[config.mk]
export PLATFORM = sky130hd
export DESIGN_NAME = linear_probe_hash_table
export DESIGN_NICKNAME = d
export VERILOG_FILES = /design/src/rtl/core/lpht_pkg.sv /design/src/rtl/core/lpht_mod_unit.sv /design/src/rtl/core/lpht_slot_mem.sv /design/src/rtl/core/linear_probe_hash_table.sv
export SDC_FILE = /design/constraint.sdc
export NUM_CORES = 1
export LEC_CHECK = 0
export BUFFER_PORTS_ARGS = -buffer_cell sky130_fd_sc_hd__buf_4
export CORE_ASPECT_RATIO = 0.5
export CORE_MARGIN = 2
export CORE_UTILIZATION = 43
export CTS_CLUSTER_SIZE = 14
export DETAILED_ROUTE_END_ITERATION = 10
export MAX_ROUTING_LAYER = met4
export PLACE_DENSITY_LB_ADDON = 0.15
export SYNTH_ARGS = -nofsm -noshare
export SYNTH_HDL_FRONTEND = slang
export SYNTH_SLANG_ARGS = --single-unit
[constraint.sdc]
create_clock -name clock -period 4.38 [get_ports clock]
set_input_delay 0.438 -clock clock [delete_from_list [all_inputs] [get_ports clock]]
set_output_delay 0.438 -clock clock [all_outputs]
set_load 0.05 [all_outputs]
[src/rtl/core/lpht_pkg.sv]
// Shared types and constants for the linear-probe hash table.
`default_nettype none
package lpht_pkg;

   localparam int unsigned KEY_IN_WIDTH = 16;
   localparam int unsigned SLOT_WIDTH = 4;
   localparam int unsigned MOD_WIDTH = 5;

   localparam logic [MOD_WIDTH-1:0] MOD_RESET = 5'd13;

   localparam logic KIND_INSERT = 1'b0;
   localparam logic KIND_SEARCH = 1'b1;

   typedef struct packed {
      logic                    kind;
      logic [KEY_IN_WIDTH-1:0] key;
   } req_type;

   typedef struct packed {
      logic                  ok;
      logic [SLOT_WIDTH-1:0] slot;
   } rsp_type;

endpackage
`default_nettype wire

[src/rtl/core/lpht_mod_unit.sv]
// Bit-serial restoring remainder unit: key modulo the configured divisor.
`default_nettype none
module lpht_mod_unit
   import lpht_pkg::*;
#(
   parameter int unsigned KEY_WIDTH = 16
) (
   input  wire logic                 clock,
   input  wire logic                 reset,
   input  wire logic                 start,
   input  wire logic [KEY_WIDTH-1:0] dividend,
   input  wire logic [MOD_WIDTH-1:0] divisor,
   output logic                      done,
   output logic [MOD_WIDTH-1:0]      remainder
);

   localparam int unsigned SW = $clog2(KEY_WIDTH);
   localparam logic [SW-1:0] LAST_STEP = SW'(KEY_WIDTH - 1);

   logic                 busy_ff, busy_in;
   logic                 done_ff, done_in;
   logic [SW-1:0]        step_ff, step_in;
   logic [KEY_WIDTH-1:0] shift_ff, shift_in;
   logic [MOD_WIDTH-1:0] div_ff, div_in;
   logic [MOD_WIDTH-1:0] rem_ff, rem_in;
   logic [MOD_WIDTH:0]   trial;

   // The partial remainder stays below the divisor, so the trial fits one extra bit.
   assign trial = {rem_ff, shift_ff[KEY_WIDTH-1]};

   always_comb begin
      busy_in  = busy_ff;
      done_in  = 1'b0;
      step_in  = step_ff;
      shift_in = shift_ff;
      div_in   = div_ff;
      rem_in   = rem_ff;
      if (start) begin
         busy_in  = 1'b1;
         step_in  = '0;
         shift_in = dividend;
         div_in   = divisor;
         rem_in   = '0;
      end else if (busy_ff) begin
         shift_in = {shift_ff[KEY_WIDTH-2:0], 1'b0};
         if (trial >= {1'b0, div_ff}) begin
            rem_in = MOD_WIDTH'(trial - {1'b0, div_ff});
         end else begin
            rem_in = trial[MOD_WIDTH-1:0];
         end
         if (step_ff == LAST_STEP) begin
            busy_in = 1'b0;
            done_in = 1'b1;
         end else begin
            step_in = step_ff + 1'b1;
         end
      end
   end

   always_ff @(posedge clock) begin
      if (reset) begin
         busy_ff <= 1'b0;
         done_ff <= 1'b0;
      end else begin
         busy_ff <= busy_in;
         done_ff <= done_in;
      end
      step_ff  <= step_in;
      shift_ff <= shift_in;
      div_ff   <= div_in;
      rem_ff   <= rem_in;
   end

   assign done      = done_ff;
   assign remainder = rem_ff;

endmodule
`default_nettype wire

[src/rtl/core/lpht_slot_mem.sv]
// Slot memory: one write port and one registered read port.
`default_nettype none
module lpht_slot_mem #(
   parameter int unsigned DEPTH = 16,
   parameter int unsigned WIDTH = 17
) (
   input  wire logic                     clock,
   input  wire logic                     wr_en,
   input  wire logic [$clog2(DEPTH)-1:0] wr_addr,
   input  wire logic [WIDTH-1:0]         wr_data,
   input  wire logic                     rd_en,
   input  wire logic [$clog2(DEPTH)-1:0] rd_addr,
   output logic [WIDTH-1:0]              rd_data
);

   logic [WIDTH-1:0] mem_ff [DEPTH];
   logic [WIDTH-1:0] rd_data_ff;

   always_ff @(posedge clock) begin
      if (wr_en) begin
         mem_ff[wr_addr] <= wr_data;
      end
   end

   always_ff @(posedge clock) begin
      if (rd_en) begin
         rd_data_ff <= mem_ff[rd_addr];
      end
   end

   assign rd_data = rd_data_ff;

endmodule
`default_nettype wire

[src/rtl/core/linear_probe_hash_table.sv]
// Linear-probe hash table: after reset a clearing pass writes every slot, with req_ready low.
// Per word: accept, remainder in the serial remainder unit, wrap reduction into the table,
// then probes, each a registered slot memory read followed by a compare, up to TABLE_DEPTH
// probes, and finally the result is posted once the output register is free.
// One word is in flight at a time; the memory read port sets the probe rate.
// Reset is synchronous and active high; the modulus register resets to 13.
`default_nettype none
module linear_probe_hash_table
   import lpht_pkg::*;
#(
   parameter int unsigned TABLE_DEPTH = 16,
   parameter int unsigned KEY_WIDTH = 16
) (
   input  wire logic                 clock,
   input  wire logic                 reset,
   input  wire logic                 req_valid,
   output logic                      req_ready,
   input  wire req_type              req_data,
   output logic                      rsp_valid,
   input  wire logic                 rsp_ready,
   output rsp_type                   rsp_data,
   input  wire logic                 csr_valid,
   output logic                      csr_ready,
   input  wire logic [MOD_WIDTH-1:0] csr_data
);

   localparam int unsigned AW = $clog2(TABLE_DEPTH);
   localparam int unsigned CW = $clog2(TABLE_DEPTH + 1);
   localparam int unsigned MW = KEY_WIDTH + 1;
   localparam int unsigned RW = (CW > MOD_WIDTH) ? CW : MOD_WIDTH;
   localparam logic [AW-1:0] LAST_ADDR = AW'(TABLE_DEPTH - 1);
   localparam logic [CW-1:0] LAST_PROBE = CW'(TABLE_DEPTH - 1);
   localparam logic [RW-1:0] DEPTH_CMP = RW'(TABLE_DEPTH);

   localparam logic [2:0] ST_CLEAR  = 3'd0;
   localparam logic [2:0] ST_IDLE   = 3'd1;
   localparam logic [2:0] ST_DIV    = 3'd2;
   localparam logic [2:0] ST_REDUCE = 3'd3;
   localparam logic [2:0] ST_READ   = 3'd4;
   localparam logic [2:0] ST_CHECK  = 3'd5;
   localparam logic [2:0] ST_RESULT = 3'd6;

   logic [2:0]           state_ff, state_in;
   logic [AW-1:0]        addr_ff, addr_in;
   logic [CW-1:0]        cnt_ff, cnt_in;
   logic [MOD_WIDTH-1:0] home_ff, home_in;
   logic [MOD_WIDTH-1:0] mod_ff, mod_in;
   logic                 kind_ff, kind_in;
   logic [KEY_WIDTH-1:0] key_ff, key_in;
   logic                 ok_ff, ok_in;
   logic                 wr_ff, wr_in;
   logic                 rsp_valid_ff, rsp_valid_in;
   rsp_type              rsp_data_ff, rsp_data_in;

   logic                 req_fire;
   logic                 out_free;
   logic                 div_done;
   logic [MOD_WIDTH-1:0] div_rem;
   logic [MOD_WIDTH-1:0] divisor;
   logic [KEY_WIDTH-1:0] req_key;
   logic                 mem_wr_en;
   logic [MW-1:0]        mem_wr_data;
   logic                 mem_rd_en;
   logic [MW-1:0]        mem_rd_data;
   logic                 rd_valid;
   logic [KEY_WIDTH-1:0] rd_key;

   assign req_ready = (state_ff == ST_IDLE);
   assign req_fire  = req_valid && req_ready;
   assign out_free  = !rsp_valid_ff || rsp_ready;
   assign csr_ready = 1'b1;
   assign req_key   = KEY_WIDTH'(req_data.key);
   // A modulus of zero behaves as one.
   assign divisor   = (mod_ff == '0) ? MOD_WIDTH'(1) : mod_ff;
   assign rd_valid  = mem_rd_data[KEY_WIDTH];
   assign rd_key    = mem_rd_data[KEY_WIDTH-1:0];

   lpht_mod_unit #(
      .KEY_WIDTH(KEY_WIDTH)
   ) u_mod_unit (
      .clock    (clock),
      .reset    (reset),
      .start    (req_fire),
      .dividend (req_key),
      .divisor  (divisor),
      .done     (div_done),
      .remainder(div_rem)
   );

   lpht_slot_mem #(
      .DEPTH(TABLE_DEPTH),
      .WIDTH(MW)
   ) u_slot_mem (
      .clock  (clock),
      .wr_en  (mem_wr_en),
      .wr_addr(addr_ff),
      .wr_data(mem_wr_data),
      .rd_en  (mem_rd_en),
      .rd_addr(addr_ff),
      .rd_data(mem_rd_data)
   );

   always_comb begin
      state_in     = state_ff;
      addr_in      = addr_ff;
      cnt_in       = cnt_ff;
      home_in      = home_ff;
      kind_in      = kind_ff;
      key_in       = key_ff;
      ok_in        = ok_ff;
      wr_in        = wr_ff;
      mem_wr_en    = 1'b0;
      mem_wr_data  = {1'b1, key_ff};
      mem_rd_en    = 1'b0;
      rsp_valid_in = rsp_valid_ff && !rsp_ready;
      rsp_data_in  = rsp_data_ff;
      mod_in       = (csr_valid && csr_ready) ? csr_data : mod_ff;

      case (state_ff)
         ST_CLEAR: begin
            mem_wr_en   = 1'b1;
            mem_wr_data = '0;
            if (addr_ff == LAST_ADDR) begin
               addr_in  = '0;
               state_in = ST_IDLE;
            end else begin
               addr_in = addr_ff + 1'b1;
            end
         end
         ST_IDLE: begin
            if (req_fire) begin
               kind_in  = req_data.kind;
               key_in   = req_key;
               state_in = ST_DIV;
            end
         end
         ST_DIV: begin
            if (div_done) begin
               home_in  = div_rem;
               state_in = ST_REDUCE;
            end
         end
         ST_REDUCE: begin
            // Fold the home slot into the table when the modulus exceeds the depth.
            if (RW'(home_ff) >= DEPTH_CMP) begin
               home_in = home_ff - MOD_WIDTH'(TABLE_DEPTH);
            end else begin
               addr_in  = AW'(home_ff);
               cnt_in   = '0;
               state_in = ST_READ;
            end
         end
         ST_READ: begin
            mem_rd_en = 1'b1;
            state_in  = ST_CHECK;
         end
         ST_CHECK: begin
            if (!rd_valid) begin
               ok_in    = (kind_ff == KIND_INSERT);
               wr_in    = (kind_ff == KIND_INSERT);
               state_in = ST_RESULT;
            end else if (rd_key == key_ff) begin
               ok_in    = 1'b1;
               wr_in    = 1'b0;
               state_in = ST_RESULT;
            end else if (cnt_ff == LAST_PROBE) begin
               ok_in    = 1'b0;
               wr_in    = 1'b0;
               state_in = ST_RESULT;
            end else begin
               cnt_in   = cnt_ff + 1'b1;
               addr_in  = (addr_ff == LAST_ADDR) ? '0 : addr_ff + 1'b1;
               state_in = ST_READ;
            end
         end
         ST_RESULT: begin
            if (out_free) begin
               mem_wr_en        = wr_ff;
               rsp_valid_in     = 1'b1;
               rsp_data_in.ok   = ok_ff;
               rsp_data_in.slot = ok_ff ? SLOT_WIDTH'(addr_ff) : '0;
               state_in         = ST_IDLE;
            end
         end
         default: begin
            state_in = ST_IDLE;
         end
      endcase
   end

   always_ff @(posedge clock) begin
      if (reset) begin
         state_ff     <= ST_CLEAR;
         addr_ff      <= '0;
         rsp_valid_ff <= 1'b0;
         mod_ff       <= MOD_RESET;
      end else begin
         state_ff     <= state_in;
         addr_ff      <= addr_in;
         rsp_valid_ff <= rsp_valid_in;
         mod_ff       <= mod_in;
      end
      cnt_ff      <= cnt_in;
      home_ff     <= home_in;
      kind_ff     <= kind_in;
      key_ff      <= key_in;
      ok_ff       <= ok_in;
      wr_ff       <= wr_in;
      rsp_data_ff <= rsp_data_in;
   end

   assign rsp_valid = rsp_valid_ff;
   assign rsp_data  = rsp_data_ff;

endmodule
`default_nettype wire

* After elaboration in Yosys (flattened, before gate mapping)
Memory sizes are Yosys's and may differ from the RTL's. A register that Yosys moved wholly into a read port is not among the register bits.
Cells that the tools add are included.
** Storage, ports and cells
- Bits in registers :: 79
- Latch bits :: 0
- RAM bits :: 272
- Memory bits (read-only) :: 0
- Bits of input ports :: 27
- Output and inout port bits :: 8
- Logic and storage cells :: 112
- Memories kept :: 1
** Operators by class
- Add/subtract/negate cells :: 5
- $mul :: 0
- Divide/modulo/power cells :: 0
- Magnitude comparators :: 2
- Equality and inequality tests :: 20
- Shifts and indexed selects :: 0
- Multiplexer cells :: 43
- Bitwise operators :: 3
- Reductions and logical operators :: 20
** Memory list
- u_slot_mem.mem_ff :: depth 16, width 17, read ports 1, clocked after memory_dff 1, write ports 1, RTL line lpht_slot_mem.sv:16 : logic [WIDTH-1:0] mem_ff [DEPTH];
** Operators with widths (count)
- 5-bit two-way mux :: 7
- 16-bit two-way mux :: 2
- 3-bit one-hot mux with 7 select lines :: 1
- 4-bit two-way mux :: 5
- 5-bit one-hot mux with 2 select lines :: 2
- 17-bit two-way mux :: 1
- 16-bit equality test :: 1
- 1-bit two-way mux :: 15
- 3-bit two-way mux :: 5
- 5-bit AND reduction :: 3
- 2-bit != test, second input constant :: 6
- 4-bit one-hot mux with 3 select lines :: 1
- 3-bit equality test, second input constant :: 3
- 4-bit by 1-bit adder with 4-bit output, second input constant :: 2
- 4-bit equality test, second input constant :: 2
- 2-bit AND reduction :: 4
- 3-bit by 2-bit equality test with 1-bit output, second input constant :: 2
- 6-bit by 5-bit >= comparator with 1-bit output :: 1
- 2-bit two-way mux :: 3
- 2-bit by 1-bit != test with 1-bit output, second input constant :: 3
- 2-bit nonzero test :: 3
- 5-bit by 1-bit adder with 5-bit output, second input constant :: 1
- 5-bit by 4-bit equality test with 1-bit output, second input constant :: 1
- 5-bit >= comparator, second input constant :: 1
- other kinds (14) :: 18

* Longest topological paths before layout
Gate-level depths: netlist of the first run.
- Word-level depth :: 6
- Gate-level depth with buffers :: 8
- Mapped depth without buffers :: 8

* Modules after synthesis
A second synthesis of the first run with hierarchy kept.
** Second synthesis, totals
- Cell total of the unflattened synthesis :: 788
- Area, all modules :: 14735.4 µm²
** Modules (own cells, without submodules)
- lpht_slot_mem :: instances 1, cells each 458, area each 10807.9 µm², seq. area each 8678.3 µm²
- linear_probe_hash_table :: instances 1, cells each 214, area each 2416.1 µm², seq. area each 1281.2 µm²
- lpht_mod_unit :: instances 1, cells each 116, area each 1511.4 µm², seq. area each 850.8 µm²

* Least setup slack after synthesis of the first run
OpenSTA, ideal clock, no wires.
- Kind :: reg-to-reg
- From :: reg state_ff[1]
- To :: mem u_slot_mem.mem_ff[0][0], enable pin
- Library setup time :: 0.412 ns
- Data arrival time :: 2.454 ns
- Required time :: 3.968 ns
- Path slack :: 1.513 ns
- Stages on the path, launching flop included :: 7
- Path buffers :: 2
- Cells stage by stage :: dfxtp_1 > buf_2 > buf_2 > or2_2 > a21oi_1 > nand2_1 > nor3_1
** On the way
- Word-level cells in the longest chain between the ends :: 4
- Elaborated cells between the ends (all ways) :: 5
- Classes of those cells :: eq/ne (1); mux (3); reduce/logical (1)
** Ends and longest elaborated chain
- from (decl) :: RTL line linear_probe_hash_table.sv:43 : logic [2:0] state_ff, state_in;
- from (signal assigned) :: RTL line linear_probe_hash_table.sv:198 : state_ff <= state_in;
- 3-bit equality test or 3-bit zero test (tied branches) :: RTL line linear_probe_hash_table.sv:119 : case (state_ff)
- 1-bit one-hot mux with 2 select lines * :: RTL line linear_probe_hash_table.sv:119
- 1-bit two-way mux * :: RTL line lpht_slot_mem.sv:20 : if (wr_en) begin
- 1-bit two-way mux (not written as such) * :: RTL line lpht_slot_mem.sv:21 : mem_ff[wr_addr] <= wr_data;
- to (decl) :: RTL line lpht_slot_mem.sv:16
Mark *: on every way between the ends. The rest lies on a longest branch, timed or not.

* Final worst setup path of the first run
- From :: reg state_ff[1]
- To :: mem u_slot_mem.mem_ff[7][3], enable pin
Same word-level chain as after synthesis.

==> impl_metrics.yaml, run 1 <==
critical_path:
  slowest_delay_ns: 0.92
  crit_fanout: 17
  worst-path-buf-inv: 0
  critPathCaptureType: "register"
  crit_type: "register to register"
  crit_chain: "nand4_1 -> a21oi_1 -> nand2_1 -> nor2_2"
  path_delay_family: "simple AND/OR/NAND/NOR gates"
  cp-start-kind: "register"
  worstPathArrival_ns: 3.19
  worstPathRequired_ns: 4.52
  cp_slowest_cell: "nor2_2"
floorplanning:
  initial_utilization_pct: 44.3
  core_area_um2: 33500
  dieWidth_um: 266
  io_pins: 35
  dieArea_um2: 36000
  num_rows: 47
  die_h_um: 135
drt:
  totalWireLength_um: 32000
  drtIter0Drc: 692
  drtAntennaViolNets: 0
  via_count: 7312
  drc_errors: 0
  drt_pass1_iterations: 5
  wire_per_inst_um: 24.5
  vias_per_cell: 5.60
cells_and_area:
  fin_util_pct: 50.0
  antenna_cells: 0
  nets: 881
  stdcell_area_um2: 16700
  layout-drive-gt1-share_pct: 20.1
  synthToLayoutAreaGrowth_pct: 12.9
synth:
  ys_seq_area_share_pct: 73.0
  ys.flop_type: "edfxtp_1"
  synth_cell_type_count: 52
  synthDominantCellAreaShare_pct: 69.7
  synth_edf_count: 344
  synthArstFlopShare_pct: 0
  netlist_area_um2: 14800
  synth_area_leaders: "edfxtp_1 (70%), mux4_2 (7.6%), mux4_1 (6.2%), dfxtp_1 (3.2%), nand2_1 (1.7%)"
  ys_warn_count: 0
  synth_cells: 789
  synth_most_common_cell: "edfxtp_1"
  synth.largest_area_cell: "edfxtp_1"
  ys_top_cells_by_count: "edfxtp_1 (344), nand2_1 (66), mux4_2 (50), nor2_1 (37), mux4_1 (35)"
  synth_seq_cells: 368
  synth_area_per_cell_um2: 18.8
  syn_nets: 829
timing:
  whs_ns: 0.101
  setup_violations: 0
  worst_slew_pin_slew_ns: 1.13
  worst_clock_skew_ns: 0.0162
  setup-tns-final_ns: 0
  final.min_clock_period_ns: 3.06
  drv_slew: 0
  slew_headroom_pct: 24.9
  finalHoldViolations: 0
  fmax_ghz: 0.327
  period_share_pct: 69.8
  rsz0062_at_grt: "false"
global_routing:
  grt_pass1_vias: 7148
  grt_overflow_total: 0
  grtUsageTotal_pct: 18.9
  antenna_found_initial: 0
  grt_max_degree: 44
  grt_pass1_wl_um: 47400
pwr:
  p_per_area_nw_per_um2: 599
  ir_drop_v: 0.000284
  power.leakage_nw: 5.65
  total_power_mw: 10.0
clock_tree:
  cts_tree: "yes"
  clock_path_buffers: 3
  hold_buffers: 0
  cts.reportedPaths.clkPinSlew_ns: 0.06
  clockRootBuffer: "clkbuf_16"
  cts_setup_buffers: 0
  numCtsBuffers: 35
  cts.sinks: 368
  ctsHtreeMaxLevel: 2
  insertion_delay_ns: 0.53
  post_cts_resized: 0
flow_run:
  cap_viol_max_count: 0
worst_hold_path:
  min_path_type: "input pin to register"
placement:
  gp_congestion: 0.805
  hpwl_um: 19100
  io_buffers: 33
  placed_cell_area_um2: 15600
status:
  outcome: "finished, final reports clean"
==> flip-flops by register name, summed over array words and instances, names as in the netlist, 16 cells and up <==
| name | count |
|---|---|
| u_slot_mem.rd_data | 17 |
| u_mod_unit.shift_ff | 16 |
| key_ff | 16 |
| u_slot_mem.mem_ff | 272 |
==> layout by cell type (no fill, tap or decap), types with 3 or more instances in the layout <==
cell type,synthesis,final
a21oi_1,12,12
nand3b_1,4,4
o211ai_1,4,4
and3_1,3,3
ha_1,12,12
inv_1,17,17
nor2_1,37,26
edfxtp_1,344,344
o21ai_0,9,9
a31oi_1,4,4
nand2b_1,5,5
buf_4,1,56
xor2_1,18,18
and2_1,8,8
clkbuf_16,0,37
nand2_1,66,66
bufinv_16,0,3
mux4_1,35,35
nor4_1,5,5
mux4_2,50,50
nor2_2,0,11
nor2b_1,20,20
clkinv_1,0,9
a21o_1,3,3
o31ai_1,3,3
dfxtp_1,24,22
clkbuf_1,26,9
mux2i_1,8,8
o21a_1,5,5
nor3_2,1,4
nand3_1,10,10
or3_1,4,4
nor3_1,11,7
==> metrics by stage <==
stage / setup slack [ns] / std cells
after floorplan: 1.51 / 789
after global placement: 1.47 / 1245
after detailed placement: 1.42 / 1245
after CTS: 1.40 / 1305
after global routing: 1.15 / 1305
final: 1.32 / 1305
==> worst register-to-register path: cells and delay by family, from the launching register on <==
family,cells,cell delay (ns)
flip-flops,1,0.69
AO/OA/AOI/OAI,1,0.54
AND/OR/NAND/NOR,3,1.44
==> layout make-up <==
| class | instances | area [µm²] |
|---|---|---|
| Multi-Input combinational cell | 363 | 3780 |
| Clock inverter | 14 | 134 |
| Inverter | 17 | 63.8 |
| Sequential cell | 368 | 10800 |
| Clock buffer | 46 | 960 |
| Fill cell | 2695 | 16700 |
| Tap cell | 441 | 552 |
| Timing Repair Buffer | 56 | 420 |
==> worst paths after layout <==
| path | startpoint | end | slack [ns] | depth (start not counted) |
|---|---|---|---|---|
| max | state_ff[1] | u_slot_mem.mem_ff[7][3] | 1.32 | 4 |
| min | req_data[16] | kind_ff | 0.10 | 1 |
| max reg2reg | state_ff[1] | u_slot_mem.mem_ff[7][3] | 1.32 | 4 |
| min reg2reg | mod_ff[3] | u_mod_unit.div_ff[3] | 0.47 | 0 |
==> power by group <==
group          internal [mW]  leakage (nW)  total [mW]  switching, mW
combinational           1.03          1.74        2.27           1.24
clock                   1.71         0.531        2.94           1.23
sequential              4.55          3.38        4.81          0.252
==> layer usage <==
| layer | wire length, µm | track usage, % | up-vias |
|---|---|---|---|
| met4 | 372 | 4.15 | 0 |
| met3 | 1720 | 4.33 | 30 |
| li1 | - | - | 3246 |
| met5 | 0 | - | - |
| met2 | 13900 | 26.2 | 154 |
| met1 | 16000 | 28.5 | 3882 |
==> cells by family (layout without fill, tap and decap cells) <==
logic type | Yosys count | count (layout) | synth area share [%]
mux | 95 | 95 | 14.5
simple gates | 185 | 185 | 6.03
other cells | 1 | 1 | 0.0253
xor+xnor | 20 | 20 | 1.18
buf+inv | 58 | 133 | 1.97
fa+ha+maj | 13 | 13 | 1.15
compound gates | 49 | 49 | 2.17
flops | 368 | 368 | 73.0
Note: power is estimated with default switching activity, not from simulation.
==> run 2, diff against run 1 <==
- clock period: 4.38 -> 3 ns (I/O delays scaled with it)
==> impl_metrics.yaml, run 2 (same netlist as run 1, synthesis figures left out) <==
pwr:
  clockPowerShare_pct: 28.1
  p_per_area_nw_per_um2: 845
  intPower_mw: 10.6
  power_frac_comb_pct: 24.2
  power.leakage_nw: 5.93
  total_power_mw: 14.5
  p_sw_mw: 3.97
  p_seq_share_pct: 47.7
  swShare_pct: 27.3
  ir_drop_v: 0.000396
critical_path:
  r2r_slack_ns: 0.50
  critPathCaptureType: "register"
  critPathLaunch: "state_ff[2]"
  worstPathRequired_ns: 3.18
  crit_type: "register to register"
  cp-start-kind: "register"
  worstPathArrival_ns: 2.68
  crit_fanout: 17
  timing.rr.start: "state_ff[2]"
  ff2ff_path_depth: 5
  worstReg2RegEnd: "u_slot_mem.mem_ff[14][10]"
drt:
  drc_errors: 0
  vias_per_cell: 5.54
  wire_per_inst_um: 23.8
  via_count: 7567
  drtAntennaViolNets: 0
  drt_pass1_iterations: 5
  drtIter0Drc: 571
  totalWireLength_um: 32400
floorplanning:
  initial_utilization_pct: 44.3
  num_rows: 47
  io_pins: 35
  dieArea_um2: 36000
  die_h_um: 135
  dieWidth_um: 266
  core_area_um2: 33500
global_routing:
  grtUsageTotal_pct: 19.2
  antenna_found_initial: 0
  grt_max_degree: 52
  grt_overflow_total: 0
  grt_pass1_wl_um: 48200
  grt_pass1_vias: 7515
cells_and_area:
  largest-register: "u_slot_mem.mem_ff"
  synthToLayoutAreaGrowth_pct: 16.1
  final_common_cell: "edfxtp_1"
  instances_no_fill: 1365
  antenna_cells: 0
  most-common-layout-cells: "edfxtp_1 (344), buf_4 (93), nand2_1 (66), mux4_2 (50), clkbuf_16 (37)"
  stdcell_area_um2: 17200
  largest_reg_flops: 272
  fillCellCount: 2641
  nets: 942
  fin_util_pct: 51.4
  layout-drive-gt1-share_pct: 23.7
timing:
  finalHoldViolations: 0
  fmax_ghz: 0.399
  setup_violations: 0
  drv_slew: 0
  final.min_clock_period_ns: 2.50
  period_share_pct: 83.5
  worst_slew_pin_slew_ns: 0.814
  rsz0062_at_grt: "false"
  slew_headroom_pct: 45.7
  worst_clock_skew_ns: 0.0191
  setup-tns-final_ns: 0
worst_hold_path:
  min_path_cells: 3
  min_path_type: "input pin to register"
  whs_endpoint: "mod_ff[4]"
  hold_path_startpoint: "csr_data[4]"
placement:
  hpwl_um: 19800
  io_buffers: 33
  placed_cell_area_um2: 16000
  gp_congestion: 0.794
  dp.cells: 1285
clock_tree:
  ctsHtreeMaxLevel: 2
  numCtsBuffers: 35
  cts.sinks: 368
  cts.reportedPaths.clkPinSlew_ns: 0.06
  cts_tree: "yes"
  insertion_delay_ns: 0.52
  cts_setup_buffers: 0
  clock_path_buffers: 3
  clockRootBuffer: "clkbuf_16"
status:
  outcome: "finished, final reports clean"
flow_run:
  cap_viol_max_count: 0
==> run 2: worst max-delay path, stage by stage, from the launching register on <==
cell and delay [ns]:
dfxtp_1 0.62, nand4_1 0.27, a21oi_1 0.46, nand2_1 0.27
nor2_2 0.17, buf_4 0.38
==> run 2: cell type report <==
| type | count | area [µm²] | share of cell area [%] |
|---|---|---|---|
| Clock buffer | 45 | 956 | 5.56 |
| Inverter | 17 | 63.8 | 0.371 |
| Multi-Input combinational cell | 363 | 3780 | 22.0 |
| Tap cell | 441 | 552 | 3.21 |
| Clock inverter | 14 | 72.6 | 0.422 |
| Sequential cell | 368 | 10800 | 62.9 |
| Timing Repair Buffer | 117 | 968 | 5.63 |
==> run 2: how the worst max path moves through the flow <==
stage / endpoint / slack (ns) / cells past startpoint
floorplan: u_slot_mem.mem_ff[0][0] / 0.13 / 6
global placement: u_slot_mem.mem_ff[12][13] / 0.59 / 5
detailed placement: u_slot_mem.mem_ff[14][12] / 0.55 / 5
CTS: u_slot_mem.mem_ff[14][1] / 0.53 / 5
global route: u_slot_mem.mem_ff[14][1] / 0.31 / 5
finish: u_slot_mem.mem_ff[14][10] / 0.50 / 5
==> run 2: per-stage QoR <==
step / setup slack (ns) / hold WS, ns
floorplan: 0.133 / 0.399
global placement: 0.593 / 0.464
detailed placement: 0.548 / 0.458
CTS: 0.533 / 0.000429
global route: 0.312 / 0.0322
finish: 0.495 / 0.0203
==> run 2: metal layers <==
metal / routed length [µm] / global-route usage (%) / up-vias / part of all wire (%)
li1: - / - / 3363 / -
met1: 15900 / 28.4 / 3979 / 49
met2: 14300 / 27.8 / 187 / 44
met3: 1740 / 3.64 / 38 / 5.4
met4: 469 / 4.03 / 0 / 1.4
met5: 0 / - / - / 0
==> run 2: what timing repair did <==
action                                 CTS  global route
hold buffers                            21             0
gates resized for setup                  0             0
endpoints found under the hold margin   21             0
==> run 2: power by group through the flow <==
stage                     Clock [mW]  Combinational [mW]  Sequential [mW]
after floorplan                    0                2.56             6.86
after global placement             0                3.48             7.03
after detailed placement           0                3.53             7.05
after CTS                       4.19                3.57             6.94
after global routing            4.40                3.81             6.99
final                           4.08                3.52             6.93
==> run 3, diff against run 2 <==
- clock period: 3 -> 2.6 ns (I/O delays scaled with it)
==> impl_metrics.yaml, run 3 (same netlist as run 1, synthesis figures left out) <==
status:
  outcome: "finished, final reports clean"
critical_path:
  worst-path-buf-inv: 1
  path_delay_family: "multiplexers"
  crit_type: "register to register"
  worstPathRequired_ns: 2.85
  cp_slowest_cell: "dfxtp_4"
  critPathCaptureType: "register"
  slowest_delay_ns: 0.61
  worstPathArrival_ns: 2.51
  crit_fanout: 30
  cp-start-kind: "register"
  crit_chain: "buf_12 -> mux4_1 -> mux4_2"
drt:
  drtAntennaViolNets: 0
  drc_errors: 0
  vias_per_cell: 5.58
  via_count: 7594
  drtIter0Drc: 776
  wire_per_inst_um: 24.6
  drt_pass1_iterations: 5
  totalWireLength_um: 33400
cells_and_area:
  synthToLayoutAreaGrowth_pct: 17.2
  layout-drive-gt1-share_pct: 23.3
  final_common_cell: "edfxtp_1"
  antenna_cells: 0
  fillCellCount: 2655
  nets: 941
  stdcell_area_um2: 17400
  largest-register: "u_slot_mem.mem_ff"
  largest_reg_flops: 272
  most-common-layout-cells: "edfxtp_1 (344), buf_4 (77), nand2_1 (66), mux4_2 (50)"
pwr:
  intPower_mw: 12.2
  total_power_mw: 16.9
  power_frac_comb_pct: 24.9
  power.leakage_nw: 5.93
  p_per_area_nw_per_um2: 971
  p_sw_mw: 4.69
  clockPowerShare_pct: 27.6
  p_seq_share_pct: 47.5
  ir_drop_v: 0.000442
  swShare_pct: 27.8
timing:
  setup_violations: 0
  period_share_pct: 87.1
  final.min_clock_period_ns: 2.27
  finalHoldViolations: 0
  slew_headroom_pct: 10.8
  drv_slew: 0
  setup-tns-final_ns: 0
  worst_slack_ns: 0.335
  fmax_ghz: 0.441
  rsz0062_at_grt: "false"
  worst_slew_pin_slew_ns: 1.34
  worst_clock_skew_ns: 0.0182
  whs_ns: 0.0364
placement:
  hpwl_um: 21500
  io_buffers: 33
  placed_cell_area_um2: 16100
  pre_cts_ws_ns: 0.307
  gp_congestion: 0.866
clock_tree:
  cts.reportedPaths.clkPinSlew_ns: 0.07
  insertion_delay_ns: 0.53
  cts_tree: "yes"
  clock_path_buffers: 3
  ctsHtreeMaxLevel: 2
  cts.sinks: 368
  clockRootBuffer: "clkbuf_16"
  numCtsBuffers: 35
floorplanning:
  initial_utilization_pct: 44.3
  num_rows: 47
  core_area_um2: 33500
  dieArea_um2: 36000
  io_pins: 35
  die_h_um: 135
  dieWidth_um: 266
global_routing:
  grt_pass1_vias: 7449
  antenna_found_initial: 0
  grt_pass1_wl_um: 49800
  grtUsageTotal_pct: 19.9
  grt_max_degree: 35
  grt_overflow_total: 0
flow_run:
  cap_viol_max_count: 0
worst_hold_path:
  min_path_type: "input pin to register"
-- run 3: cell count changes in the layout (fill, tap and decap cells not counted), moves of 2 or more --
cell	change
buf_12	+12
buf_4	-16
clkbuf_1	-3
clkbuf_16	-2
clkinv_1	+2
dlygate4sd3_1	+3
nor3_2	-4
nor3_4	+4
-- run 3: final cells by class --
class | count | area (µm²) | area share [%]
flip-flops and latches | 368 | 10800 | 62.3
multi-input cells | 363 | 3800 | 21.9
repair buffers | 116 | 1120 | 6.44
clock buffers | 40 | 895 | 5.15
well taps | 441 | 552 | 3.18
clock inverters | 17 | 111 | 0.641
inverters | 17 | 63.8 | 0.368
-- run 3: final timing paths --
path / from / endpoint / slack, ns / cells after the start
max: addr_ff[0] / u_slot_mem.rd_data[0] / 0.33 / 3
min: csr_valid / mod_ff[2] / 0.04 / 3
max reg2reg: addr_ff[0] / u_slot_mem.rd_data[0] / 0.33 / 3
min reg2reg: mod_ff[2] / u_mod_unit.div_ff[2] / 0.47 / 0
-- run 3: tightest hold or removal path: cells and delay by family --
family / cells / cell delay (ns)
buffers and inverters: 1 / 0.13
multiplexers: 1 / 0.08
AND/OR/NAND/NOR: 1 / 0.06
-- run 3: power by group through the flow --
stage / clock (mW) / combinational, mW / sequential (mW)
5_1_grt: 5.01 / 4.57 / 8.08
3_5_place_dp: 0 / 4.18 / 8.14
3_3_place_gp: 0 / 4.13 / 8.13
6_report: 4.65 / 4.19 / 8.01
2_1_floorplan: 0 / 2.97 / 7.91
4_1_cts: 4.78 / 4.23 / 8.03
-- run 3: routing by layer --
layer  global-route usage [%]  up-vias  share of wire [%]
met5                        -        -                  0
met4                     4.31        0                1.3
met3                     5.40       40                7.7
met2                     26.6      236                 42
met1                     30.2     3949                 49
li1                         -     3369                  -
-- run 3: timing repair --
action | CTS | global route
endpoints found under the hold margin | 32 | 0
resized for setup | 0 | 0
buffers inserted | 0 | 0
hold buffers | 24 | 0
setup endpoints to repair | 0 | 0
-- run 3: metrics by stage --
stage	cells	utilization, %
5_1_grt	1362	51.9
6_report	1362	51.9
2_1_floorplan	789	-
3_5_place_dp	1281	48.2
4_1_cts	1362	51.9
3_3_place_gp	1281	48.2
